[config.mk]
export PLATFORM = sky130hd
export DESIGN_NAME = psfpe_dp
export DESIGN_NICKNAME = d
export VERILOG_FILES = /design/src/rtl/psfpe_pkg.sv /design/src/rtl/psfpe_dp.sv
export SDC_FILE = /design/constraint.sdc
export NUM_CORES = 2
export LEC_CHECK = 0
export ABC_CLOCK_PERIOD_IN_PS = 13700
export BUFFER_PORTS_ARGS = -buffer_cell sky130_fd_sc_hd__buf_2
export CAP_MARGIN = 20
export CORE_AREA = 2 2 307 309
export DETAILED_ROUTE_END_ITERATION = 8
export DIE_AREA = 0 0 309 311
export PLACE_DENSITY = 0.82
export RECOVER_POWER = 25
export SLEW_MARGIN = 0
export SYNTH_ARGS = -nofsm -noshare
export SYNTH_HDL_FRONTEND = slang
export SYNTH_SLANG_ARGS = --single-unit
[constraint.sdc]
create_clock -name clock -period 13.7 [get_ports clock]
set_input_delay 0.685 -clock clock [delete_from_list [all_inputs] [get_ports clock]]
set_output_delay 0.685 -clock clock [all_outputs]
set_load 0.02 [all_outputs]
[src/rtl/psfpe_pkg.sv]
// Shared constants, codes and control types of the PSF pixel model evaluator.
package psfpe_pkg;

   localparam int PSF_SIDE    = 64;
   localparam int MAX_TERMS   = 32;
   localparam int PLANE_WORDS = PSF_SIDE * PSF_SIDE;
   localparam int STORE_WORDS = MAX_TERMS * PLANE_WORDS;
   localparam int ADDR_W      = $clog2(STORE_WORDS);
   localparam int TERM_W      = (MAX_TERMS > 1) ? $clog2(MAX_TERMS) : 1;

   localparam int POS_W   = 24;
   localparam int SCALE_W = 24;
   localparam int OFS_W   = 24;
   localparam int COEF_W  = 32;
   localparam int VAL_W   = 40;
   localparam int DIFF_W  = POS_W + 1;
   localparam int MUL_A_W = DIFF_W;
   localparam int MUL_B_W = COEF_W;
   localparam int PROD_W  = MUL_A_W + MUL_B_W;

   typedef enum logic {
      CMD_LOAD = 1'b0,
      CMD_EVAL = 1'b1
   } cmd_type;

   typedef enum logic [2:0] {
      REG_ORIGIN_X    = 3'd0,
      REG_ORIGIN_Y    = 3'd1,
      REG_ORIGIN_Z    = 3'd2,
      REG_INV_SCALE_X = 3'd3,
      REG_INV_SCALE_Y = 3'd4,
      REG_INV_SCALE_Z = 3'd5,
      REG_XY_DEGREE   = 3'd6,
      REG_Z_DEGREE    = 3'd7
   } reg_index_type;

   typedef struct packed {
      logic [POS_W-1:0]   origin_x;
      logic [POS_W-1:0]   origin_y;
      logic [POS_W-1:0]   origin_z;
      logic [SCALE_W-1:0] inv_scale_x;
      logic [SCALE_W-1:0] inv_scale_y;
      logic [SCALE_W-1:0] inv_scale_z;
      logic [2:0]         xy_degree;
      logic [1:0]         z_degree;
   } cfg_type;

   // Operand pair fed to the shared multiplier
   typedef enum logic [3:0] {
      MUL_NONE,
      MUL_OFS_X,
      MUL_OFS_Y,
      MUL_OFS_Z,
      MUL_P1_P2,
      MUL_P1_DX,
      MUL_PXY_P3,
      MUL_WT_C,
      MUL_P2_DY,
      MUL_P3_DZ
   } mul_sel_type;

   // Destination of the registered product
   typedef enum logic [3:0] {
      WB_NONE,
      WB_DX,
      WB_DY,
      WB_DZ,
      WB_PXY,
      WB_P1,
      WB_WT,
      WB_ACC,
      WB_P2,
      WB_P3
   } wb_sel_type;

   typedef struct packed {
      mul_sel_type mul;
      wb_sel_type  wb;
      logic        init_p1;
      logic        init_p2;
      logic        plane_inc;
      logic        inc_i1;
      logic        inc_i2;
      logic        inc_i3;
      logic        finish;
   } ctrl_type;

   typedef struct packed {
      logic skip;
      logic i1_last;
      logic i2_last;
      logic i3_last;
   } status_type;

endpackage

[src/rtl/psfpe_dp.sv]
// Datapath: offsets, powers, weights and accumulator around one shared multiplier.
module psfpe_dp (
   input  logic                                  clock,
   input  logic                                  reset,
   input  logic                                  start,
   input  logic                                  pix_ok,
   input  psfpe_pkg::cfg_type                    cfg,
   input  logic [psfpe_pkg::POS_W-1:0]           pos_x,
   input  logic [psfpe_pkg::POS_W-1:0]           pos_y,
   input  logic [psfpe_pkg::POS_W-1:0]           pos_z,
   input  logic signed [psfpe_pkg::COEF_W-1:0]   coeff,
   input  psfpe_pkg::ctrl_type                   ctrl,
   output psfpe_pkg::status_type                 status,
   output logic [psfpe_pkg::TERM_W-1:0]          plane,
   output logic signed [psfpe_pkg::VAL_W-1:0]    acc,
   output logic                                  too_many
);
   import psfpe_pkg::*;

   localparam int WIDE_W  = PROD_W - 12;
   localparam int ASUM_W  = VAL_W + 1;
   localparam int NTERM_W = 9;

   localparam logic signed [OFS_W-1:0]  ONE_Q20 = OFS_W'(1 << 20);
   localparam logic signed [OFS_W-1:0]  OFS_MAX = {1'b0, {(OFS_W-1){1'b1}}};
   localparam logic signed [OFS_W-1:0]  OFS_MIN = {1'b1, {(OFS_W-1){1'b0}}};
   localparam logic signed [VAL_W-1:0]  ACC_MAX = {1'b0, {(VAL_W-1){1'b1}}};
   localparam logic signed [VAL_W-1:0]  ACC_MIN = {1'b1, {(VAL_W-1){1'b0}}};
   localparam logic signed [PROD_W-1:0] RND12   = PROD_W'(1 << 11);
   localparam logic signed [PROD_W-1:0] RND20   = PROD_W'(1 << 19);

   function automatic logic signed [OFS_W-1:0] sat_ofs(input logic signed [WIDE_W-1:0] v);
      logic signed [OFS_W-1:0] r;
      if (v > WIDE_W'(OFS_MAX)) begin
         r = OFS_MAX;
      end else if (v < WIDE_W'(OFS_MIN)) begin
         r = OFS_MIN;
      end else begin
         r = v[OFS_W-1:0];
      end
      return r;
   endfunction

   function automatic logic signed [VAL_W-1:0] sat_acc(input logic signed [ASUM_W-1:0] v);
      logic signed [VAL_W-1:0] r;
      if (v > ASUM_W'(ACC_MAX)) begin
         r = ACC_MAX;
      end else if (v < ASUM_W'(ACC_MIN)) begin
         r = ACC_MIN;
      end else begin
         r = v[VAL_W-1:0];
      end
      return r;
   endfunction

   logic signed [DIFF_W-1:0]  diff_x_ff, diff_y_ff, diff_z_ff;
   logic signed [OFS_W-1:0]   dx_ff, dy_ff, dz_ff;
   logic signed [OFS_W-1:0]   p1_ff, p2_ff, p3_ff, pxy_ff, wt_ff;
   logic signed [VAL_W-1:0]   acc_ff;
   logic signed [PROD_W-1:0]  prod_ff;
   logic [2:0]                i1_ff, i2_ff;
   logic [1:0]                i3_ff;
   logic [TERM_W-1:0]         plane_ff;
   logic                      skip_ff, too_many_ff;

   logic signed [MUL_A_W-1:0] mul_a;
   logic signed [MUL_B_W-1:0] mul_b;
   logic signed [PROD_W-1:0]  prod_in;
   logic signed [PROD_W-1:0]  shr12, shr20;
   logic signed [OFS_W-1:0]   ofs_val, q20_val;
   logic signed [ASUM_W-1:0]  acc_sum;
   logic signed [VAL_W-1:0]   acc_val;
   logic [NTERM_W-1:0]        nterms;
   logic                      too_many_now;

   // planes needed by the configured degrees
   assign nterms = ((NTERM_W'(cfg.z_degree) + NTERM_W'(1))
                  * (NTERM_W'(cfg.xy_degree) + NTERM_W'(1))
                  * (NTERM_W'(cfg.xy_degree) + NTERM_W'(2))) >> 1;
   assign too_many_now = int'(nterms) > MAX_TERMS;

   always_comb begin
      unique case (ctrl.mul)
         MUL_OFS_X:  begin mul_a = diff_x_ff;        mul_b = MUL_B_W'(cfg.inv_scale_x); end
         MUL_OFS_Y:  begin mul_a = diff_y_ff;        mul_b = MUL_B_W'(cfg.inv_scale_y); end
         MUL_OFS_Z:  begin mul_a = diff_z_ff;        mul_b = MUL_B_W'(cfg.inv_scale_z); end
         MUL_P1_P2:  begin mul_a = MUL_A_W'(p1_ff);  mul_b = MUL_B_W'(p2_ff); end
         MUL_P1_DX:  begin mul_a = MUL_A_W'(p1_ff);  mul_b = MUL_B_W'(dx_ff); end
         MUL_PXY_P3: begin mul_a = MUL_A_W'(pxy_ff); mul_b = MUL_B_W'(p3_ff); end
         MUL_WT_C:   begin mul_a = MUL_A_W'(wt_ff);  mul_b = coeff; end
         MUL_P2_DY:  begin mul_a = MUL_A_W'(p2_ff);  mul_b = MUL_B_W'(dy_ff); end
         MUL_P3_DZ:  begin mul_a = MUL_A_W'(p3_ff);  mul_b = MUL_B_W'(dz_ff); end
         default:    begin mul_a = '0;               mul_b = '0; end
      endcase
   end

   assign prod_in = mul_a * mul_b;

   // round half up and saturate the registered product
   assign shr12   = (prod_ff + RND12) >>> 12;
   assign shr20   = (prod_ff + RND20) >>> 20;
   assign ofs_val = sat_ofs(shr12[WIDE_W-1:0]);
   assign q20_val = sat_ofs(shr20[WIDE_W-1:0]);
   assign acc_sum = ASUM_W'(acc_ff) + shr20[ASUM_W-1:0];
   assign acc_val = sat_acc(acc_sum);

   always_ff @(posedge clock) begin
      if (ctrl.mul != MUL_NONE) begin
         prod_ff <= prod_in;
      end
      if (start) begin
         diff_x_ff <= signed'({1'b0, pos_x}) - signed'({1'b0, cfg.origin_x});
         diff_y_ff <= signed'({1'b0, pos_y}) - signed'({1'b0, cfg.origin_y});
         diff_z_ff <= signed'({1'b0, pos_z}) - signed'({1'b0, cfg.origin_z});
         p1_ff     <= ONE_Q20;
         p2_ff     <= ONE_Q20;
         p3_ff     <= ONE_Q20;
         acc_ff    <= '0;
      end else begin
         unique case (ctrl.wb)
            WB_DX:   dx_ff  <= ofs_val;
            WB_DY:   dy_ff  <= ofs_val;
            WB_DZ:   dz_ff  <= ofs_val;
            WB_PXY:  pxy_ff <= q20_val;
            WB_P1:   p1_ff  <= q20_val;
            WB_WT:   wt_ff  <= q20_val;
            WB_ACC:  acc_ff <= acc_val;
            WB_P2:   p2_ff  <= q20_val;
            WB_P3:   p3_ff  <= q20_val;
            default: ;
         endcase
         if (ctrl.init_p1) begin
            p1_ff <= ONE_Q20;
         end
         if (ctrl.init_p2) begin
            p2_ff <= ONE_Q20;
         end
      end
   end

   always_ff @(posedge clock) begin
      if (reset) begin
         i1_ff       <= '0;
         i2_ff       <= '0;
         i3_ff       <= '0;
         plane_ff    <= '0;
         skip_ff     <= 1'b0;
         too_many_ff <= 1'b0;
      end else if (start) begin
         i1_ff       <= '0;
         i2_ff       <= '0;
         i3_ff       <= '0;
         plane_ff    <= '0;
         skip_ff     <= too_many_now || !pix_ok;
         too_many_ff <= too_many_now;
      end else begin
         if (ctrl.inc_i1) begin
            i1_ff <= i1_ff + 3'd1;
         end else if (ctrl.init_p1) begin
            i1_ff <= '0;
         end
         if (ctrl.inc_i2) begin
            i2_ff <= i2_ff + 3'd1;
         end else if (ctrl.init_p2) begin
            i2_ff <= '0;
         end
         if (ctrl.inc_i3) begin
            i3_ff <= i3_ff + 2'd1;
         end
         if (ctrl.plane_inc) begin
            plane_ff <= plane_ff + TERM_W'(1);
         end
      end
   end

   assign status.skip    = skip_ff;
   assign status.i1_last = ({1'b0, i1_ff} + {1'b0, i2_ff}) == {1'b0, cfg.xy_degree};
   assign status.i2_last = i2_ff == cfg.xy_degree;
   assign status.i3_last = i3_ff == cfg.z_degree;
   assign plane          = plane_ff;
   assign acc            = acc_ff;
   assign too_many       = too_many_ff;

endmodule

# After elaboration in Yosys (flattened, before gate mapping)
# Index checks and enable logic that the tools add are counted.
# Widths: inputs -> output; s select.
# classes
add_sub_neg	14
multipliers	3
magnitude_cmp	7
n_eq_ne	21
muxes	12
bitwise_logic	1
reduce_logical	14
# ops
cell	count
$pmux 32 s9	1
$pmux 25 s8	1
$mux 24	4
$mux 40	2
$sub 24x24->25	3
$add 57x13->57 const B	1
$add 57x21->57 const B	1
$mul 25x32->57	1
$gt 45x24->1 const B	1
$lt 45x24->1 const B	1
$add 40x37->41	1
$gt 41x40->1 const B	1
$lt 41x40->1 const B	1
$gt 37x24->1 const B	1
$lt 37x24->1 const B	1
$eq 4x3->1 const B	8
$eq 4x2->1 const B	4
$eq 4x4->1 const B	4
$mux 3	4
$reduce_and 2->1	5
$mul 7x4->9	1
$eq 4x1->1 const B	2
$gt 8x6->1 const B	1
$reduce_or 2->1	4
other kinds (16)	18
# word_totals
reg_bits	379
output_inout_bits	50
word_cells	91

# Logic depth before layout (Yosys ltp)
# depth
ltp_word	5
depth_mapped	39

# Least setup slack after synthesis
# OpenSTA, ideal clock, no wires.
# synth_timing
path_type	input to register
from	input port ctrl[12] (netlist name)
to	register prod_ff[50], data pin
setup_ns	0.259
t_arrival_ns	9.559
required_time_ns	13.441
path_slack_ns	3.883
cell_stages	33
path_buffers	5
cell_sequence	buf_2 > buf_2 > buf_2 > nor4b_1 > a222oi_1 > nand2_1 > a21o_1 > clkbuf_1 > clkbuf_1 > nand2_1 > fa_1 > inv_1 > fa_1 > fa_1 > inv_1 > fa_1 > inv_1 > fa_1 > inv_1 > fa_1 > inv_1 > ha_1 > a21oi_1 > nor2b_1 > o21ai_0 > nand2b_1 > nor3_1 > o31ai_4 > a21oi_1 > o21bai_1 > a31o_2 > a21oi_1 > xnor2_1
# synth_between
elab_chain_len	4
# synth_lines
item	line	source
start: declaration	psfpe_dp.sv:12	input psfpe_pkg::ctrl_type ctrl,
$eq 4x3->1	psfpe_dp.sv:83	unique case (ctrl.mul)
$reduce_or 2->1 (no line)	n/a	
$pmux 25 s8	psfpe_dp.sv:83	
$mul 25x32->57 (*)	psfpe_dp.sv:97	assign prod_in = mul_a * mul_b;
via prod_in[50]	psfpe_dp.sv:68	logic signed [PROD_W-1:0] prod_in;
end signal: assignment	psfpe_dp.sv:109	prod_ff <= prod_in;
end: declaration	psfpe_dp.sv:60	logic signed [PROD_W-1:0] prod_ff;
# The timed path passes the listed nets; every way through them passes the cells marked *.
# A chain may end at the register's enable or synchronous reset.

# Worst setup path in the final report
# Ends and elaborated chain as after synthesis.

==> results.md <==
* Status: finished with violations
* Failing checks: capacitance limit, slew limit
* DR top layer: met5
* Final hold vios at 0
* Resized cells post-CTS at 0
* Die Wd at just over 300 µm
* Synth Area in Compound Gates at between 10 and 15%
* Grt ovf at 0
* VDD IR max at 0.0001013 V
* Worst-path clk slew at roughly 60 ps
* Critical Path Source: ctrl[12]
* CTS buffer count at 40
* Post-synth top flop: edfxtp_1
* WL met2 at 71.32 mm
* Placed cell area at approximately 54000 µm²
* CTS tree: built
* Avg Synthesized Cell Area at approximately 9 µm²
* Avg Vias per Cell at approximately 6.0
* Area growth syn-to-layout at 8.339%
* Setup TNS at 0 ps
* Fmax at about 90 MHz
* XOR/XNOR Fraction of Synth Area at under 10%
* WP data required at between 10000 and 15000 ps
* Post-Synthesis Net Count at between 6000 and 7000
* Drt wl/cell at between 20 and 25 µm
* Post-Synth Simple-Gate Area at around 15%
* WP data arrival at 11420 ps
* CTS root buffer: clkbuf_16
* Async SR Flop Fraction at 0%
* M1 WL at 58.41 mm
* Post-synth EDFFs at between 200 and 250
* DP Cell Count at between 6000 and 7000
* Final net count at around 7200
* DP Worst Slack at about 2300 ps
* Fillers at slightly below 8000
* Post-synthesis cell count at 5570
* WS Path Type: in -> reg
* Crit-path most repeated cell: fa_1
* Hold_sp: reset
* Minimum clock period at roughly 11000 ps
* Cell taking the most area after synthesis: fa_1
* FF+latch area at 9779 µm²
* Slew Limit Fails at 200
* Initial antenna violation count at 8
* Max Root-Sink Buffers at 3
* First-pass GRT wire length at 251.6 mm
* Crit path max fanout at 37
* CTS hold repair buffers at 0
* CTS Sinks at between 300 and 400
* RR Startpoint: diff_z_ff[4]$_DFFE_PP_
* Die H at a little over 300 µm
* Final instance area at around 55000 µm²
* Post-synth top area share at 33.07%
* Gr usage total at around a third
* Placer Congestion at slightly above 1
* Synth top area cells: fa_1, edfxtp_1, inv_1
* Tightest Hold Check Type: in -> reg
* Routed Antenna Nets at 0
* Worst Hold Depth at 2
* HPWL Detailed at ~130 mm
* Max-slew headroom at -156.5%
* Synth Area in Adders at about two fifths
* DR iter-0 viols at 4735
* CTS HTree Levels at 2
* Core Box Area at between 90000 and 100000 µm²
* Power Density at between 100 and 150 nW/µm²
* Setup Viol. Count Final at 0
* Num rows at 112
* Critical Path End Type: register
* Reg2Reg Depth at 27
* Residual DRC at 0
* Clk_lat worst skew at around 590 ps
* Mux share of post-synthesis cell area at less than 1%
* Layout cells sized above 1 at a little under a tenth
* Slowest stage cell, crit path: fa_1
* WL met3 at between 20 and 25 mm
* Fin crit share at between 80 and 90%
* Main combinational cell family by area after synthesis: adder cells
* Largest net degree at the start of global routing at 76
* Number of port buffers at 320
* Util after Layout at 59.10%
* Setup Skew at between 40 and 50 ps
* Initial Utilization at between 50% and 60%
* WL final at roughly 160 mm
* Post-Syn Area at about 51000 µm²
* DRT Pass-1 Iters at 6
* Post-Layout Cell Count at a little over 7000
* Die area at 96100 µm²
* Fin worst setup slack at 2584 ps
* RSZ-0062 raised after global routing: false
* Synth Register Bits at 368
* Largest stage delay, worst path at 960 ps
* WHS at ~350 ps
* Yosys warns at 0
* Register area share after synthesis at 19.32%
* Multi-input gate area at 35890 µm²
* Least-Margin Pin Slew at slightly below 4000 ps
* Top Ports at about 320
* Vias at approximately 42000
* Postcts setup bufs at 0
* Total power at approximately 7 mW
* Max-cap violations at 6
* Pleak at ~26 nW
* Post-synth cell types at between 90 and 100
* Vias in the first global route at 43961
* Crit start category: input port
-- worst paths after layout --
path | endpoint | slack, ps
setup / recovery | prod_ff[50]$_DFFE_PP_ | 2580
hold / removal | skip_ff$_SDFFE_PP0P_ | 350
setup reg to reg | prod_ff[50]$_DFFE_PP_ | 4220
hold reg to reg | too_many$_SDFFE_PP0P_ | 490
-- per-layer routing --
metal	vias to the layer above	track usage (%)
li1	18078	-
met4	10	20.00
met1	20565	43.50
met5	-	0
met3	690	11.86
met2	2855	52.10
-- cell usage in the layout, fill, tap and decap left out, drive strengths merged, types with 7 or more instances in the layout --
cell / netlist / routed
mux2: 10 / 10
xnor2: 143 / 143
a31oi: 20 / 20
a22o: 21 / 21
o211ai: 10 / 10
nand4: 64 / 64
nor4: 11 / 11
fa: 836 / 836
nand3b: 11 / 11
nor2b: 38 / 38
mux2i: 12 / 12
nand3: 64 / 64
o21ai: 120 / 120
buf: 41 / 371
xor2: 97 / 97
and4: 18 / 18
o21a: 20 / 20
ha: 291 / 291
edfxtp: 241 / 241
inv: 1075 / 1078
a21boi: 10 / 10
nor3: 55 / 55
clkbuf: 220 / 83
and3: 32 / 32
a211oi: 115 / 115
nor2: 597 / 597
a21oi: 175 / 175
or2: 21 / 21
o31ai: 7 / 7
and2: 44 / 44
dfxtp: 127 / 127
nand2b: 47 / 47
a21o: 86 / 86
nand2: 617 / 617
clkinv: 0 / 12
o21bai: 18 / 18
a22oi: 148 / 148
or3: 26 / 26
-- kinds of logic after synthesis --
group           after synthesis
simple gates               1666
buf+inv                    1336
fa+ha+maj                  1127
compound gates              811
flops                       368
xor+xnor                    240
mux                          22
-- synthesized netlist by cell type, types with 19 or more instances --
cell type and instances:
a211oi_1 114, a21o_1 86, a21oi_1 154, a21oi_2 21
a22o_1 21, a22oi_1 148, a31oi_1 19, and2_1 44
and3_1 32, clkbuf_1 220, dfxtp_1 127, edfxtp_1 241
fa_1 836, ha_1 291, inv_1 1075, nand2_1 616
nand2b_1 47, nand3_1 62, nand4_1 63, nor2_1 595
nor2b_1 38, nor3_1 52, o21a_1 20, o21ai_0 92
o21ai_1 27, or3_1 24, xnor2_1 143, xor2_1 97
-- report_power, final --
part	internal (mW)	switching (mW)	leakage, nW
logic	1.41	2.60	22.3
registers	1.48	0.201	3.32
clock network	0.661	0.475	0.661
-- area by class of cell --
class                           instances  area share [%]
Multi-Input combinational cell       3866           65.45
Clock inverter                         23          0.4359
Clock buffer                           51           2.052
Antenna cell                            4         0.01826
Inverter                             1075           7.359
Tap cell                             1254           2.862
Sequential cell                       368           17.84
Timing Repair Buffer                  403           3.984
-- flip-flops by register name, summed over array words and instances, names as in the netlist, 25 cells and up --
name / flops
acc: 40
prod_ff: 46
diff_z_ff: 25
diff_x_ff: 25
diff_y_ff: 25
-- critical path, delay by kind of cell --
kind / cells / cell delay, ps
and+or+nand+nor: 7 / 2070
AOI/OAI and AO/OA: 8 / 1700
buffers and inverters: 8 / 2360
adders and majority gates: 8 / 4400
xor gates and xnor gates: 1 / 80
Note: power is estimated with default switching activity, not from simulation.
