**config.mk**
```make
export PLATFORM = sky130hd
export DESIGN_NAME = psfpe_seq
export DESIGN_NICKNAME = d
export VERILOG_FILES = /design/src/rtl/psfpe_pkg.sv /design/src/rtl/psfpe_seq.sv
export SDC_FILE = /design/constraint.sdc
export NUM_CORES = 1
export LEC_CHECK = 0
export BUFFER_PORTS_ARGS = -buffer_cell sky130_fd_sc_hd__buf_2
export CORE_MARGIN = 4
export CORE_UTILIZATION = 49
export CTS_CLUSTER_SIZE = 12
export DETAILED_ROUTE_END_ITERATION = 10
export GPL_TIMING_DRIVEN = 0
export HOLD_SLACK_MARGIN = 0.06
export PLACE_DENSITY = 0.8
export SKIP_LAST_GASP = 1
export SYNTH_ARGS = -nofsm -noshare
export SYNTH_HDL_FRONTEND = slang
export SYNTH_SLANG_ARGS = --single-unit
```
**constraint.sdc**
```tcl
create_clock -name clock -period 4.6 [get_ports clock]
set_input_delay 0.46 -clock clock [delete_from_list [all_inputs] [get_ports clock]]
set_output_delay 0.46 -clock clock [all_outputs]
set_load 0.01 [all_outputs]
```
**src/rtl/psfpe_pkg.sv**
```systemverilog
// Shared constants, codes and control types of the PSF pixel model evaluator.
package psfpe_pkg;

   localparam int PSF_SIDE    = 64;
   localparam int MAX_TERMS   = 32;
   localparam int PLANE_WORDS = PSF_SIDE * PSF_SIDE;
   localparam int STORE_WORDS = MAX_TERMS * PLANE_WORDS;
   localparam int ADDR_W      = $clog2(STORE_WORDS);
   localparam int TERM_W      = (MAX_TERMS > 1) ? $clog2(MAX_TERMS) : 1;

   localparam int POS_W   = 24;
   localparam int SCALE_W = 24;
   localparam int OFS_W   = 24;
   localparam int COEF_W  = 32;
   localparam int VAL_W   = 40;
   localparam int DIFF_W  = POS_W + 1;
   localparam int MUL_A_W = DIFF_W;
   localparam int MUL_B_W = COEF_W;
   localparam int PROD_W  = MUL_A_W + MUL_B_W;

   typedef enum logic {
      CMD_LOAD = 1'b0,
      CMD_EVAL = 1'b1
   } cmd_type;

   typedef enum logic [2:0] {
      REG_ORIGIN_X    = 3'd0,
      REG_ORIGIN_Y    = 3'd1,
      REG_ORIGIN_Z    = 3'd2,
      REG_INV_SCALE_X = 3'd3,
      REG_INV_SCALE_Y = 3'd4,
      REG_INV_SCALE_Z = 3'd5,
      REG_XY_DEGREE   = 3'd6,
      REG_Z_DEGREE    = 3'd7
   } reg_index_type;

   typedef struct packed {
      logic [POS_W-1:0]   origin_x;
      logic [POS_W-1:0]   origin_y;
      logic [POS_W-1:0]   origin_z;
      logic [SCALE_W-1:0] inv_scale_x;
      logic [SCALE_W-1:0] inv_scale_y;
      logic [SCALE_W-1:0] inv_scale_z;
      logic [2:0]         xy_degree;
      logic [1:0]         z_degree;
   } cfg_type;

   // Operand pair fed to the shared multiplier
   typedef enum logic [3:0] {
      MUL_NONE,
      MUL_OFS_X,
      MUL_OFS_Y,
      MUL_OFS_Z,
      MUL_P1_P2,
      MUL_P1_DX,
      MUL_PXY_P3,
      MUL_WT_C,
      MUL_P2_DY,
      MUL_P3_DZ
   } mul_sel_type;

   // Destination of the registered product
   typedef enum logic [3:0] {
      WB_NONE,
      WB_DX,
      WB_DY,
      WB_DZ,
      WB_PXY,
      WB_P1,
      WB_WT,
      WB_ACC,
      WB_P2,
      WB_P3
   } wb_sel_type;

   typedef struct packed {
      mul_sel_type mul;
      wb_sel_type  wb;
      logic        init_p1;
      logic        init_p2;
      logic        plane_inc;
      logic        inc_i1;
      logic        inc_i2;
      logic        inc_i3;
      logic        finish;
   } ctrl_type;

   typedef struct packed {
      logic skip;
      logic i1_last;
      logic i2_last;
      logic i3_last;
   } status_type;

endpackage

```
**src/rtl/psfpe_seq.sv**
```systemverilog
// Microcode sequencer: control ROM, step counter and conditional jumps.
module psfpe_seq (
   input  logic                  clock,
   input  logic                  reset,
   input  logic                  start,
   input  logic                  out_free,
   input  psfpe_pkg::status_type status,
   output psfpe_pkg::ctrl_type   ctrl,
   output logic                  busy
);
   import psfpe_pkg::*;

   localparam int PC_W = 4;
   localparam logic [PC_W-1:0] PC_TERM  = PC_W'(4);
   localparam logic [PC_W-1:0] PC_INNER = PC_W'(5);
   localparam logic [PC_W-1:0] PC_DONE  = PC_W'(14);

   typedef enum logic [2:0] {
      BR_NEXT,
      BR_SKIP,
      BR_LOOP1,
      BR_LOOP2,
      BR_LOOP3,
      BR_FINISH
   } br_type;

   typedef struct packed {
      mul_sel_type     mul;
      wb_sel_type      wb;
      logic            init_p1;
      logic            init_p2;
      logic            plane_inc;
      br_type          br;
      logic [PC_W-1:0] target;
   } ucode_word_type;

   function automatic ucode_word_type rom_word(input logic [PC_W-1:0] pc);
      ucode_word_type w;
      unique case (pc)
         4'd0:    w = '{MUL_OFS_X,  WB_NONE, 1'b0, 1'b0, 1'b0, BR_SKIP,   PC_DONE};
         4'd1:    w = '{MUL_OFS_Y,  WB_DX,   1'b0, 1'b0, 1'b0, BR_NEXT,   PC_DONE};
         4'd2:    w = '{MUL_OFS_Z,  WB_DY,   1'b0, 1'b0, 1'b0, BR_NEXT,   PC_DONE};
         4'd3:    w = '{MUL_NONE,   WB_DZ,   1'b0, 1'b0, 1'b0, BR_NEXT,   PC_DONE};
         4'd4:    w = '{MUL_P1_P2,  WB_NONE, 1'b0, 1'b0, 1'b0, BR_NEXT,   PC_DONE};
         4'd5:    w = '{MUL_P1_DX,  WB_PXY,  1'b0, 1'b0, 1'b0, BR_NEXT,   PC_DONE};
         4'd6:    w = '{MUL_PXY_P3, WB_P1,   1'b0, 1'b0, 1'b0, BR_NEXT,   PC_DONE};
         4'd7:    w = '{MUL_NONE,   WB_WT,   1'b0, 1'b0, 1'b0, BR_NEXT,   PC_DONE};
         4'd8:    w = '{MUL_WT_C,   WB_NONE, 1'b0, 1'b0, 1'b1, BR_NEXT,   PC_DONE};
         // accumulate, and start the next term's weight while looping
         4'd9:    w = '{MUL_P1_P2,  WB_ACC,  1'b0, 1'b0, 1'b0, BR_LOOP1,  PC_INNER};
         4'd10:   w = '{MUL_P2_DY,  WB_NONE, 1'b1, 1'b0, 1'b0, BR_NEXT,   PC_DONE};
         4'd11:   w = '{MUL_NONE,   WB_P2,   1'b0, 1'b0, 1'b0, BR_LOOP2,  PC_TERM};
         4'd12:   w = '{MUL_P3_DZ,  WB_NONE, 1'b0, 1'b1, 1'b0, BR_NEXT,   PC_DONE};
         4'd13:   w = '{MUL_NONE,   WB_P3,   1'b0, 1'b0, 1'b0, BR_LOOP3,  PC_TERM};
         default: w = '{MUL_NONE,   WB_NONE, 1'b0, 1'b0, 1'b0, BR_FINISH, PC_DONE};
      endcase
      return w;
   endfunction

   logic [PC_W-1:0] pc_ff, pc_in;
   logic            run_ff, run_in;
   ucode_word_type  word;
   logic            jump;

   assign word = rom_word(pc_ff);
   assign busy = run_ff;

   // branch condition of the current step
   always_comb begin
      unique case (word.br)
         BR_NEXT:   jump = 1'b0;
         BR_SKIP:   jump = status.skip;
         BR_LOOP1:  jump = !status.i1_last;
         BR_LOOP2:  jump = !status.i2_last;
         BR_LOOP3:  jump = !status.i3_last;
         BR_FINISH: jump = out_free;
         default:   jump = 1'b0;
      endcase
   end

   always_comb begin
      pc_in  = pc_ff;
      run_in = run_ff;
      if (run_ff) begin
         if (word.br == BR_FINISH) begin
            if (jump) begin
               run_in = 1'b0;
            end
         end else if (jump) begin
            pc_in = word.target;
         end else begin
            pc_in = pc_ff + PC_W'(1);
         end
      end else if (start) begin
         pc_in  = '0;
         run_in = 1'b1;
      end
   end

   always_comb begin
      ctrl = '{MUL_NONE, WB_NONE, 1'b0, 1'b0, 1'b0, 1'b0, 1'b0, 1'b0, 1'b0};
      if (run_ff) begin
         ctrl.mul       = word.mul;
         ctrl.wb        = word.wb;
         ctrl.init_p1   = word.init_p1;
         ctrl.init_p2   = word.init_p2;
         ctrl.plane_inc = word.plane_inc;
         ctrl.inc_i1    = (word.br == BR_LOOP1) && jump;
         ctrl.inc_i2    = (word.br == BR_LOOP2) && jump;
         ctrl.inc_i3    = (word.br == BR_LOOP3) && jump;
         ctrl.finish    = (word.br == BR_FINISH) && jump;
      end
   end

   always_ff @(posedge clock) begin
      if (reset) begin
         pc_ff  <= '0;
         run_ff <= 1'b0;
      end else begin
         pc_ff  <= pc_in;
         run_ff <= run_in;
      end
   end

endmodule

```
# ---- After elaboration in Yosys (flattened, before gate mapping)
# Memories as Yosys holds them, arrays and structs flattened. A register that Yosys moved wholly into a read port is not among the register bits.
# Cells that the tools add are included.
# Widths: inputs -> output; s select.
dict set report word_totals {
  in_bits 8
  memories 1
  ff_bits 5
  out_inout_bits 16
  wordCells 31
  rom_bits 272
}
dict set report op_classes {
  n_eq_ne 6
  reduce_logical 9
  n_addsub 1
  n_mux 12
}
# name words width rd rd_clocked_by_memory_dff write_ports line_no
set mem_list {}
lappend mem_list {{(name not given)} 16 17 1 1 0 psfpe_seq.sv:39} ;# unique case (pc)
# operator n
set ops {}
lappend ops {{$mux 4} 6}
lappend ops {{$mux 15} 1}
lappend ops {{$eq 3x2->1 const B} 2}
lappend ops {{$eq 3x3->1 const B} 2}
lappend ops {{$pmux 1 s5} 1}
lappend ops {{$add 4x1->4 const B} 1}
lappend ops {{$logic_and 1x1->1} 4}
lappend ops {{$mux 1} 4}
lappend ops {{$eq 3x1->1 const B} 1}
lappend ops {{$logic_not 1->1} 3}
lappend ops {{$ne 2x2->1 const B} 1}
lappend ops {{$reduce_and 2->1} 1}
lappend ops {{$reduce_bool 2->1} 1}

# ---- Logic depth before layout (Yosys ltp)
# Gate-level depths: netlist of run 1.
dict set report logic_depth {
  depth_word 7
  depth_mapped 9
}

# ---- Worst setup path before layout of run 1
# Ideal clock, no wire load.
dict set report synth_path {
  path_type {in2reg}
  start {input status[3] (netlist bit)}
  end {register, netlist name word[15]}
  setup_time_ns 0.122
  required_time_ns 4.478
  path_buffers 0
  cell_stages 8
  setup_slack_ns 2.103
  t_arrival_ns 2.375
  path_cell_list {or4bb_1 -> o311a_2 -> and2_1 -> a221oi_2 -> nor2_1 -> inv_1 -> ha_1 -> a221o_1}
}
dict set report synth_via {
  elab_chain_cells 6
}
# item line_no
set synth_lines {}
lappend synth_lines {{start: declaration} psfpe_seq.sv:7} ;# input psfpe_pkg::status_type status,
lappend synth_lines {{$pmux 1 s5} psfpe_seq.sv:70} ;# unique case (word.br)
lappend synth_lines {{$mux 4} psfpe_seq.sv:89} ;# end else if (jump) begin
lappend synth_lines {{$mux 4} psfpe_seq.sv:85} ;# if (word.br == BR_FINISH) begin
lappend synth_lines {{$mux 4} psfpe_seq.sv:84} ;# if (run_ff) begin
lappend synth_lines {{$mux 4 (no line) (2 in a row)} -}
# Every way passes these cells. The select of a mux whose other input is x is not followed.
# A chain may end at the register's enable or synchronous reset.

# ---- Worst setup path in the final report of run 1
dict set report layout_path {
  start {register, netlist name word[5]}
  end {register, netlist name word[15]}
}
dict set report layout_via {
  elab_chain_cells 7
  elab_cells_between_ends 13
  cone_classes {eq/ne (6); mux (6); reduce/logical (1)}
}
# item line_no
set layout_lines {}
lappend layout_lines {{$eq 3x3->1, or another cell as far along} {psfpe_seq.sv:70, psfpe_seq.sv:85}}
lappend layout_lines {{$pmux 1 s5} psfpe_seq.sv:70}
lappend layout_lines {{$mux 4} psfpe_seq.sv:89}
lappend layout_lines {{$mux 4} psfpe_seq.sv:85}
lappend layout_lines {{$mux 4} psfpe_seq.sv:84}
lappend layout_lines {{$mux 4 (no line) * (2 in a row)} -}
# Every way passes the cells marked *; elsewhere a longest branch is shown, timed or not. The select of a mux whose other input is x is not followed.

==> run summary, run 1 <==
### Pwr
• 292 nW/um2 — power density of the placed cells
• 0.598 nW — Leak
• 0.000387 W — power after layout
• 0.163 mV — maximum ir drop on the vdd rail

### Clocking
• yes — CTS tree
• 0 — number of buffers inserted to repair setup after CTS
• 3 — total clock buffers created by CTS
• 0.12 ns — clock transition at the registers of the reported paths
• 0 — hold buffer count at CTS
• sky130_fd_sc_hd__clkbuf_4 — CTS Root Buffer Type
• 0.32 ns — worst skew pair latency
• 2 — Clock Path Buffers
• 1 — H-tree depth
• 0 — # resized after CTS
• 21 — Clock Sinks

### Timing
• no — RSZ-0062 raised after global routing
• 362 MHz — Max Clock Freq
• 0 — final-report max-slew violation count
• 0 — Final Hold Vio Count
• 60.0% — period utilisation layout
• 68.7% — worst-case headroom to the max-slew limit
• 0 ns — final total negative setup slack
• 0 — final setup violation count
• 1.84 ns — crit path setup slack, layout
• 0.0118 ns — worst clock skew
• 2.76 ns — post-layout min period
• 0.469 ns — pin slew with the least headroom to its limit

### Critical path
• 4.87 ns — worst path required time
• reg -> reg — critical setup path kind
• 0.51 ns — peak per-stage delay on the critical path
• sky130_fd_sc_hd__or4bb_1 — cell at the slowest stage of the critical path
• 1 — Worst Path Buf+Inv
• flip-flop — sort of element at the end of the critical path
• simple AND/OR/NAND/NOR gates — Worst path top cell family by delay
• 3.03 ns — data arrival time of the critical path
• 7 — top fanout value on the critical path
• or4bb_1 > o311a_2 > and2_1 > a221oi_2 > nor2_1 > inv_1 > ha_1 > nor4b_1 > a221o_1 — cell chain of the critical path
• flip-flop — type of origin of the critical path

### GRT
• 13 — maximum number of pins on one net before global-route repair
• 4.29 mm — global-route wire length before repair
• 966 — via count of the first global-routing pass
• 0 — total gr overflow
• 0 — number of antenna violations at the first check in global routing
• 16.9% — GR Util All Layers

### Synth
• 0 — number of enable flip-flop cells after synthesis
• 8.60 um2 — syn avg cell area
• sky130_fd_sc_hd__dfxtp_1 — biggest area consumer among synthesized cells
• sky130_fd_sc_hd__dfxtp_1 (36%), sky130_fd_sc_hd__and2_1 (9.2%), sky130_fd_sc_hd__ha_1 (7.6%) — dominant cells by area after synthesis
• 0% — share of flip-flops with an asynchronous set or reset after synthesis
• 39 — Synth cell types
• sky130_fd_sc_hd__dfxtp_1 — top_reg_cell synth
• 0 — Yosys warning total
• 36.5% — portion of synthesized cell area occupied by the leading cell type
• 149 — Synthesized Nets
• 21 — register bit count reported by yosys
• 36.5% — post-synthesis sequential area ratio
• 134 — Cells after Synth
• 1150 um2 — cell area after synthesis

### Placement
• 1.71 ns — post-place setup slack
• 0.882 — RD Place Congestion
• 22 — count of buffers inserted at the top-level ports
• 1.90 mm — HPWL after detailed placement

### Die
• 56.5 um — die boundary width
• 3190 um2 — Die Outline Area
• 24 — I/O Pins
• 56.5 um — Chip Height
• 2230 um2 — area of the placeable core
• 51.6% — Initial Util
• 17 — cell row count

### Routing
• 5.63 — per-cell via count in the routed design
• 36 — initial drt markers
• 2.51 mm — wirelength, routed
• 1,059 — via total after detailed routing
• 0 — post-detailed-route DRC marker count
• 13.3 um — post-detailed-route wirelength per cell
• 0 — number of nets still failing antenna checks after routing
• 4 — TritonRoute pass-1 iters

### Run status
• finished, final reports clean — run status

### Layout
• 0 — Ant. Diodes
• 209 — filler cell count in the final layout
• 21.3% — fraction of layout instances using a drive strength above 1
• 176 — net total in the final layout
• 15.0% — layout-stage area growth over the synthesis result

### Worst hold path
• in -> reg — Hold Path Class

### Flow run
• 0 — count of max-cap constraint violations

==> layout by cell type, fill, tap and decap left out, drive strengths merged, types with 2 or more instances in the layout <==
cell type and instances:
nor3b 3, a31oi 2, nor2 14, mux2i 3, or3 2, inv 3, nand3 7, nand2b 5
o211ai 2, o21ai 2, a21o 3, and2 17, buf 25, a21oi 7, clkbuf 7, nor3 3
nand2 9, ha 7, nor2b 2, dfxtp 21
==> worst register-to-register path, cell delays in order, from the launching register on <==
cell                       delay (ns)
sky130_fd_sc_hd__dfxtp_1         0.37
sky130_fd_sc_hd__or4bb_1         0.51
sky130_fd_sc_hd__o311a_2         0.20
sky130_fd_sc_hd__and2_1          0.17
sky130_fd_sc_hd__a221oi_2        0.45
sky130_fd_sc_hd__nor2_1          0.20
sky130_fd_sc_hd__inv_1           0.15
sky130_fd_sc_hd__ha_1            0.24
sky130_fd_sc_hd__nor4b_1         0.28
sky130_fd_sc_hd__a221o_1         0.15
==> metrics by stage <==
stage          std cells  cell area [um2]  hold slack (ns)  utilization, %
5_1_grt              188             1330            0.424            59.3
3_3_place_gp         184             1300            0.623            58.1
4_1_cts              188             1330            0.423            59.3
6_report             188             1330            0.428            59.3
2_1_floorplan        134             1150            0.561               -
3_5_place_dp         184             1300            0.646            58.1
==> power breakdown <==
part,internal [W],switching (W)
Combinational,0.0000391,0.0000534
Sequential,0.000195,0.00000780
Clock,0.0000325,0.0000584
==> flip-flops by register name (all words and copies together), names as in the netlist <==
register	count
word	16
pc_ff	4
busy	1
==> synthesized netlist by cell type, drive strengths merged (3+ instances only) <==
library cell and count:
a21o 3, a21oi 7, and2 17, buf 3
clkbuf 4, dfxtp 21, ha 7, inv 3
mux2i 3, nand2 9, nand2b 5, nand3 7
nor2 14, nor3 3, nor3b 3
==> worst paths after layout <==
path	from	to	slack (ns)	cells after the start
setup / recovery	word[5]$_SDFF_PP0_	word[15]$_DFF_P_	1.84	9
setup reg to reg	word[5]$_SDFF_PP0_	word[15]$_DFF_P_	1.84	9
hold / removal	start	busy$_SDFF_PP0_	0.43	3
hold reg to reg	word[4]$_DFF_P_	busy$_SDFF_PP0_	0.67	3
==> routing by layer <==
| layer | vias to the layer above | GRT usage [%] | wire (um) |
|---|---|---|---|
| met5 | - | 0 | 0 |
| met1 | 498 | 20.1 | 1090 |
| met2 | 38 | 28.4 | 1230 |
| met4 | 0 | 11.2 | 65 |
| li1 | 518 | - | - |
| met3 | 5 | 1.84 | 126 |
==> kinds of logic (layout without fill, tap and decap cells) <==
| kind of cell | Yosys count | count (layout) | share of synthesized area, % |
|---|---|---|---|
| AND/OR/NAND/NOR | 69 | 69 | 34.1 |
| buffers and inverters | 10 | 36 | 4.13 |
| AO/OA/AOI/OAI | 24 | 24 | 15.1 |
| flip-flops | 21 | 21 | 36.5 |
| adder cells (fa/ha/maj) | 7 | 7 | 7.60 |
| multiplexers | 3 | 3 | 2.61 |
==> cell type report <==
class	instances	area, um2	share of cell area, %
well taps	28	35.0	2.64
repair buffers	22	110	8.31
inverters	3	11.3	0.850
multi-input cells	103	684	51.7
clock buffers	3	22.5	1.70
flip-flops and latches	21	420	31.7
clock inverters	1	5.00	0.378
plain buffers	7	36.3	2.74
Power figures use the tool's default switching activity.
==> inputs of run 2 (changes only) <==
--- a/config.mk
+++ b/config.mk
@@ -7,12 +7,12 @@
 export LEC_CHECK = 0
 export BUFFER_PORTS_ARGS = -buffer_cell sky130_fd_sc_hd__buf_2
 export CORE_MARGIN = 4
-export CORE_UTILIZATION = 49
+export CORE_UTILIZATION = 48
 export CTS_CLUSTER_SIZE = 12
 export DETAILED_ROUTE_END_ITERATION = 10
 export GPL_TIMING_DRIVEN = 0
 export HOLD_SLACK_MARGIN = 0.06
-export PLACE_DENSITY = 0.8
+export PLACE_DENSITY = 0.81
 export SKIP_LAST_GASP = 1
 export SYNTH_ARGS = -nofsm -noshare
 export SYNTH_HDL_FRONTEND = slang
==> constraint.sdc (replaced) <==
create_clock -name clock -period 2.2 [get_ports clock]
set_input_delay 0.22 -clock clock [delete_from_list [all_inputs] [get_ports clock]]
set_output_delay 0.22 -clock clock [all_outputs]
set_load 0.01 [all_outputs]
==> run 2 against run 1 <==
Net effect:
- via count up 8.0%
- the flow now finishes with violations (negative setup slack)
- non-clock buffer count up 8
- sequential power rose by 110%
- largest power group unchanged
- clock skew fell by 0.0073 ns
==> run summary, run 2 (synthesized netlist as in run 1, its figures left out) <==
### Critical path
• word[5]$_SDFF_PP0_ — timing startpoint of the critical path
• 2.60 ns — data arrival time of the critical path, -0.43 ns
• word[16]$_DFF_P_ — endpoint of the most critical setup path
• 0 — Worst Path Buf+Inv, -1
• word[5]$_SDFF_PP0_ — reg-to-reg critical path startpoint
• 8 — instance count on the critical path, -1
• simple AND/OR/NAND/NOR gates — Worst path top cell family by delay
• flip-flop — type of origin of the critical path
• reg -> reg — critical setup path kind
• 6 — top fanout value on the critical path, -1
• word[16]$_DFF_P_ — capture instance of the worst register-to-register path
• 2.45 ns — worst path required time, -2.42 ns
• 0.52 ns — peak per-stage delay on the critical path, about the same
• flip-flop — sort of element at the end of the critical path
• -0.15 ns — R2R setup slack, -1.99 ns
• 8 — number of cells on the worst reg-to-reg path, -1
• sky130_fd_sc_hd__or4bb_1 — cell at the slowest stage of the critical path
• or4bb_1 > o311a_4 > and2_4 > a221oi_4 > nor2_4 > ha_2 > or3_1 > a21oi_2 — cell chain of the critical path

### Die
• 57.0 um — Chip Height, +0.89%
• 57.0 um — die boundary width, +0.89%
• 2250 um2 — area of the placeable core, +0.95%
• 51.1% — Initial Util, -0.49 points
• 24 — I/O Pins, unchanged
• 17 — cell row count, unchanged
• 3250 um2 — Die Outline Area, +1.8%

### Run status
• negative setup slack — failing checks
• finished, violations left — run status

### Routing
• 4 — TritonRoute pass-1 iters, unchanged
• 0 — number of nets still failing antenna checks after routing, unchanged
• 5.84 — per-cell via count in the routed design, +3.6%
• 45 — initial drt markers, +25%
• 2.88 mm — wirelength, routed, +15%
• 0 — post-detailed-route DRC marker count, unchanged
• 1,144 — via total after detailed routing, +8.0%
• 14.7 um — post-detailed-route wirelength per cell, +10%

### Layout
• 0 — Ant. Diodes, unchanged
• 16 — max reg flops, unchanged
• 1520 um2 — total non-filler cell area in the finished layout, +15%
• 31.8% — layout-stage area growth over the synthesis result
• 67.4% — share of the core filled with cells in the final layout, +8.0 points
• 184 — net total in the final layout, +4.5%
• sky130_fd_sc_hd__buf_2 — commonest non-fill, non-tap cell in the layout
• 39.3% — fraction of layout instances using a drive strength above 1, +18 points
• sky130_fd_sc_hd__buf_2 (24), sky130_fd_sc_hd__dfxtp_1 (18), sky130_fd_sc_hd__and2_1 (16) — commonest cells after routing, fill and taps aside

### GRT
• met2 — highest-utilization routing layer at the global route stage
• 0 — number of antenna violations at the first check in global routing, unchanged
• 0 — total gr overflow, unchanged
• 1,148 — via count of the first global-routing pass, +19%
• 22.9% — met1 Usage GRT, +2.8 points
• 5.00 mm — global-route wire length before repair, +16%
• 13 — maximum number of pins on one net before global-route repair, unchanged
• 2.49% — global routing usage on met3, +0.65 points
• 19.2% — GR Util All Layers, +2.3 points
• 32.3% — M2 GR Usage, +3.9 points

### Clocking
• 0.12 ns — clock transition at the registers of the reported paths, about the same
• 21 — Clock Sinks, unchanged
• 1 — H-tree depth, unchanged
• 3 — total clock buffers created by CTS, unchanged
• 0 — hold buffer count at CTS, unchanged
• sky130_fd_sc_hd__clkbuf_4 — CTS Root Buffer Type
• 0.31 ns — worst skew pair latency, about the same
• 2 — Clock Path Buffers, unchanged
• yes — CTS tree

### Timing
• 0 — Final Hold Vio Count, unchanged
• 2.35 ns — post-layout min period, -0.407 ns
• 425 MHz — Max Clock Freq, +17%
• 13 — final setup violation count, +13
• yes — RSZ-0062 raised after global routing
• 0.00446 ns — worst clock skew, -0.00733 ns
• 0.560 ns — pin slew with the least headroom to its limit, +0.0908 ns
• 0 — final-report max-slew violation count, unchanged
• 62.7% — worst-case headroom to the max-slew limit, -6.1 points
• 107% — period utilisation layout, +47 points
• -0.153 ns — crit path setup slack, layout, -1.99 ns

### Pwr
• 0.317 mV — maximum ir drop on the vdd rail, +95%
• 0.651 nW — Leak, +8.9%
• 576 nW/um2 — power density of the placed cells, +97%

### Placement
• 1.99 mm — HPWL after detailed placement, +4.5%
• 22 — count of buffers inserted at the top-level ports, unchanged
• -0.313 ns — post-place setup slack, -2.02 ns
• 1350 um2 — instance area after placement, +4.2%
• 0.866 — RD Place Congestion, -1.8%

### Worst hold path
• in -> reg — Hold Path Class

### Flow run
• 0 — count of max-cap constraint violations, unchanged

[run 2: worst min path at each step]
| stage | start | to | depth (start not counted) |
|---|---|---|---|
| after global placement | start | busy$_SDFF_PP0_ | 3 |
| final | start | busy$_SDFF_PP0_ | 3 |
| after CTS | start | busy$_SDFF_PP0_ | 3 |
| after global routing | start | busy$_SDFF_PP0_ | 3 |
| after floorplan | start | busy$_SDFF_PP0_ | 2 |
| after detailed placement | start | busy$_SDFF_PP0_ | 3 |
[run 2: repair_timing]
action                     4_1_cts  5_1_grt
hold endpoints to repair         0        0
setup endpoints to repair       15       17
gates resized for setup         14        7
pin swaps                        8        1
setup buffers                    8        0
[run 2: metrics by stage]
stage,power (W),TNS [ns],cells,hold WS [ns]
after floorplan,0.000592,-0.133,134,0.400
after global routing,0.000925,-2.52,196,0.211
after global placement,0.000636,-1.57,184,0.528
after CTS,0.000870,-0.780,196,0.191
after detailed placement,0.000648,-2.12,184,0.531
final,0.000874,-1.19,196,0.209
[run 2: cell type report]
cell class	instances	area [um2]
plain buffers	7	37.5
clock buffers	3	22.5
clock inverters	1	5.00
fillers	178	736
inverters	3	16.3
multi-input cells	103	808
flip-flops and latches	21	424
well taps	28	35.0
repair buffers	30	170
[run 2: power by group]
| group | internal (W) | leakage [nW] | switching (W) |
|---|---|---|---|
| Combinational | 0.000120 | 0.461 | 0.000138 |
| Clock | 0.0000680 | 0.0177 | 0.000118 |
| Sequential | 0.000410 | 0.172 | 0.0000200 |
| Total | 0.000598 | 0.651 | 0.000276 |
[run 2: routing by layer]
layer,share of wire (%),vias up
met1,41,543
met2,50,55
met4,3.1,0
met3,6.3,10
met5,0,-
li1,-,536
[run 2: worst register-to-register path: stages, from the launching register on]
cell and delay (ns):
sky130_fd_sc_hd__dfxtp_2 0.36, sky130_fd_sc_hd__or4bb_1 0.52, sky130_fd_sc_hd__o311a_4 0.17, sky130_fd_sc_hd__and2_4 0.16, sky130_fd_sc_hd__a221oi_4 0.34, sky130_fd_sc_hd__nor2_4 0.09
sky130_fd_sc_hd__ha_2 0.18, sky130_fd_sc_hd__or3_1 0.32, sky130_fd_sc_hd__a21oi_2 0.15
==> inputs of run 3 (changes only) <==
--- a/config.mk
+++ b/config.mk
@@ -6,13 +6,15 @@
 export NUM_CORES = 1
 export LEC_CHECK = 0
 export BUFFER_PORTS_ARGS = -buffer_cell sky130_fd_sc_hd__buf_2
+export CELL_PAD_IN_SITES_DETAIL_PLACEMENT = 0
+export CELL_PAD_IN_SITES_GLOBAL_PLACEMENT = 1
 export CORE_MARGIN = 4
-export CORE_UTILIZATION = 48
+export CORE_UTILIZATION = 35
 export CTS_CLUSTER_SIZE = 12
 export DETAILED_ROUTE_END_ITERATION = 10
 export GPL_TIMING_DRIVEN = 0
 export HOLD_SLACK_MARGIN = 0.06
-export PLACE_DENSITY = 0.81
+export PLACE_DENSITY = 0.8
 export SKIP_LAST_GASP = 1
 export SYNTH_ARGS = -nofsm -noshare
 export SYNTH_HDL_FRONTEND = slang
==> run 3 against run 2 <==
Net effect:
- the flow still finishes with violations (negative setup slack)
- clock power grew 3%
- worst hold slack gained 0.0070 ns
- total power is 2.6% higher
- critical path depth did not move
- critical endpoint unchanged
==> run summary, run 3 (synthesized netlist as in run 1, its figures left out) <==
### GRT
• 15.0% — GR Util All Layers, -4.3 points
• 13 — maximum number of pins on one net before global-route repair, unchanged
• 0 — total gr overflow, unchanged
• 5.09 mm — global-route wire length before repair, +1.8%
• 1,101 — via count of the first global-routing pass, -4.1%
• 0 — number of antenna violations at the first check in global routing, unchanged

### Critical path
• flip-flop — type of origin of the critical path
• word[5]$_SDFF_PP0_ — reg-to-reg critical path startpoint
• simple AND/OR/NAND/NOR gates — Worst path top cell family by delay
• reg -> reg — critical setup path kind
• 2.60 ns — data arrival time of the critical path, about the same
• 0 — Worst Path Buf+Inv, unchanged
• 8 — number of cells on the worst reg-to-reg path, unchanged
• or4b_1 > o311a_4 > and2_4 > a221oi_4 > nor2_4 > ha_2 > or3_1 > a21oi_2 — cell chain of the critical path
• 6 — top fanout value on the critical path, unchanged
• 0.51 ns — peak per-stage delay on the critical path, about the same
• sky130_fd_sc_hd__or4b_1 — cell at the slowest stage of the critical path
• word[16]$_DFF_P_ — capture instance of the worst register-to-register path
• 2.44 ns — worst path required time, about the same
• flip-flop — sort of element at the end of the critical path
• 8 — instance count on the critical path, unchanged
• -0.16 ns — R2R setup slack, about the same
• word[5]$_SDFF_PP0_ — timing startpoint of the critical path
• word[16]$_DFF_P_ — endpoint of the most critical setup path

### Worst hold path
• start — Hold Startpoint
• in -> reg — Hold Path Class

### Timing
• 0.00771 ns — worst clock skew, +0.00325 ns
• 0.579 ns — pin slew with the least headroom to its limit, +0.0190 ns
• -0.163 ns — crit path setup slack, layout, -0.0100 ns
• 423 MHz — Max Clock Freq, -0.42%
• 107% — period utilisation layout, +0.46 points
• 2.36 ns — post-layout min period, +0.0100 ns
• 0 — Final Hold Vio Count, unchanged
• yes — RSZ-0062 raised after global routing
• 11 — final setup violation count, -2
• 61.4% — worst-case headroom to the max-slew limit, -1.3 points
• 0 — final-report max-slew violation count, unchanged

### Clocking
• 2 — Clock Path Buffers, unchanged
• 3 — total clock buffers created by CTS, unchanged
• 21 — Clock Sinks, unchanged
• 1 — H-tree depth, unchanged
• sky130_fd_sc_hd__clkbuf_4 — CTS Root Buffer Type
• 0.31 ns — worst skew pair latency, about the same
• 0.13 ns — clock transition at the registers of the reported paths, about the same
• yes — CTS tree

### Pwr
• 553 nW/um2 — power density of the placed cells, -3.9%
• 0.226 mV — maximum ir drop on the vdd rail, -29%
• 0.000897 W — power after layout, +2.6%
• 0.679 nW — Leak, +4.4%

### Die
• 24 — I/O Pins, unchanged
• 65.4 um — Chip Height, +15%
• 3100 um2 — area of the placeable core, +38%
• 37.1% — Initial Util, -14 points
• 65.4 um — die boundary width, +15%
• 20 — cell row count, +3
• 4270 um2 — Die Outline Area, +32%

### Layout
• sky130_fd_sc_hd__buf_2 (24), sky130_fd_sc_hd__dfxtp_1 (18), sky130_fd_sc_hd__and2_1 (16) — commonest cells after routing, fill and taps aside
• 0 — Ant. Diodes, unchanged
• 40.7% — layout-stage area growth over the synthesis result
• sky130_fd_sc_hd__buf_2 — commonest non-fill, non-tap cell in the layout
• 189 — net total in the final layout, +2.7%
• 16 — max reg flops, unchanged
• 41.6% — fraction of layout instances using a drive strength above 1, +2.3 points
• 317 — filler cell count in the final layout, +78%

### Routing
• 51 — initial drt markers, +13%
• 0 — number of nets still failing antenna checks after routing, unchanged
• 3.00 mm — wirelength, routed, +4.5%
• 1,089 — via total after detailed routing, -4.8%
• 4 — TritonRoute pass-1 iters, unchanged
• 5.02 — per-cell via count in the routed design, -14%
• 13.8 um — post-detailed-route wirelength per cell, -5.7%
• 0 — post-detailed-route DRC marker count, unchanged

### Placement
• -0.340 ns — post-place setup slack, -0.0271 ns
• 2.09 mm — HPWL after detailed placement, +5.2%
• 22 — count of buffers inserted at the top-level ports, unchanged
• 0.841 — RD Place Congestion, -2.9%

### Flow run
• 0 — count of max-cap constraint violations, unchanged

### Run status
• negative setup slack — failing checks
• finished, violations left — run status

==> run 3: cell types whose count changed in the layout (fill, tap and decap cells not counted), moves of 2 or more <==
cell	change
sky130_fd_sc_hd__buf_4	+5
sky130_fd_sc_hd__ha_1	-2
sky130_fd_sc_hd__ha_4	+2
sky130_fd_sc_hd__nor3_1	-2
sky130_fd_sc_hd__nor3_2	+2
==> run 3: through the flow <==
stage | setup TNS (ns) | hold WS [ns] | cell area (um2) | utilization, % | std cells
5_1_grt | -2.38 | 0.221 | 1620 | 52.3 | 217
3_5_place_dp | -2.50 | 0.535 | 1370 | 44.2 | 200
2_1_floorplan | -0.133 | 0.400 | 1210 | - | 134
6_report | -0.924 | 0.216 | 1620 | 52.3 | 217
3_3_place_gp | -2.08 | 0.531 | 1370 | 44.2 | 200
4_1_cts | -0.805 | 0.214 | 1570 | 50.6 | 214
==> run 3: worst min path at each step <==
stage | to | cells past startpoint | slack [ns]
floorplan | busy$_SDFF_PP0_ | 2 | 0.40
global placement | busy$_SDFF_PP0_ | 3 | 0.53
detailed placement | busy$_SDFF_PP0_ | 3 | 0.53
CTS | busy$_SDFF_PP0_ | 3 | 0.21
global route | busy$_SDFF_PP0_ | 3 | 0.22
finish | busy$_SDFF_PP0_ | 3 | 0.22
==> run 3: what timing repair did <==
item | in CTS | in global routing
pin swaps | 11 | 1
setup buffers | 10 | 3
endpoints found under the setup margin | 15 | 19
hold buffers | 0 | 0
resized for setup | 20 | 7
==> run 3: report_power, final <==
group | internal (W) | switching [W]
sequential | 0.000409 | 0.0000201
clock | 0.0000679 | 0.000125
combinational | 0.000131 | 0.000144
==> run 3: metal layers <==
| layer | share of wire [%] | global-route usage [%] |
|---|---|---|
| met1 | 44 | 18.2 |
| met2 | 52 | 27.4 |
| met3 | 3.1 | 1.37 |
| met4 | 1.3 | 4.66 |
| met5 | 0 | 0 |
==> run 3: layout make-up <==
type | count | area (um2) | area share, %
sequential | 21 | 427 | 26.3
multi-input combinational | 103 | 851 | 52.5
tap | 44 | 55.1 | 3.40
clock inverter | 1 | 5.00 | 0.309
timing repair buffer | 35 | 208 | 12.8
clock buffer | 3 | 22.5 | 1.39
buffer | 7 | 37.5 | 2.31
inverter | 3 | 16.3 | 1.00
==> run 3: tightest hold or removal path, cell delays in order <==
cell	delay, ns
sky130_fd_sc_hd__buf_2	0.13
sky130_fd_sc_hd__nor2_1	0.10
sky130_fd_sc_hd__nor3_1	0.05
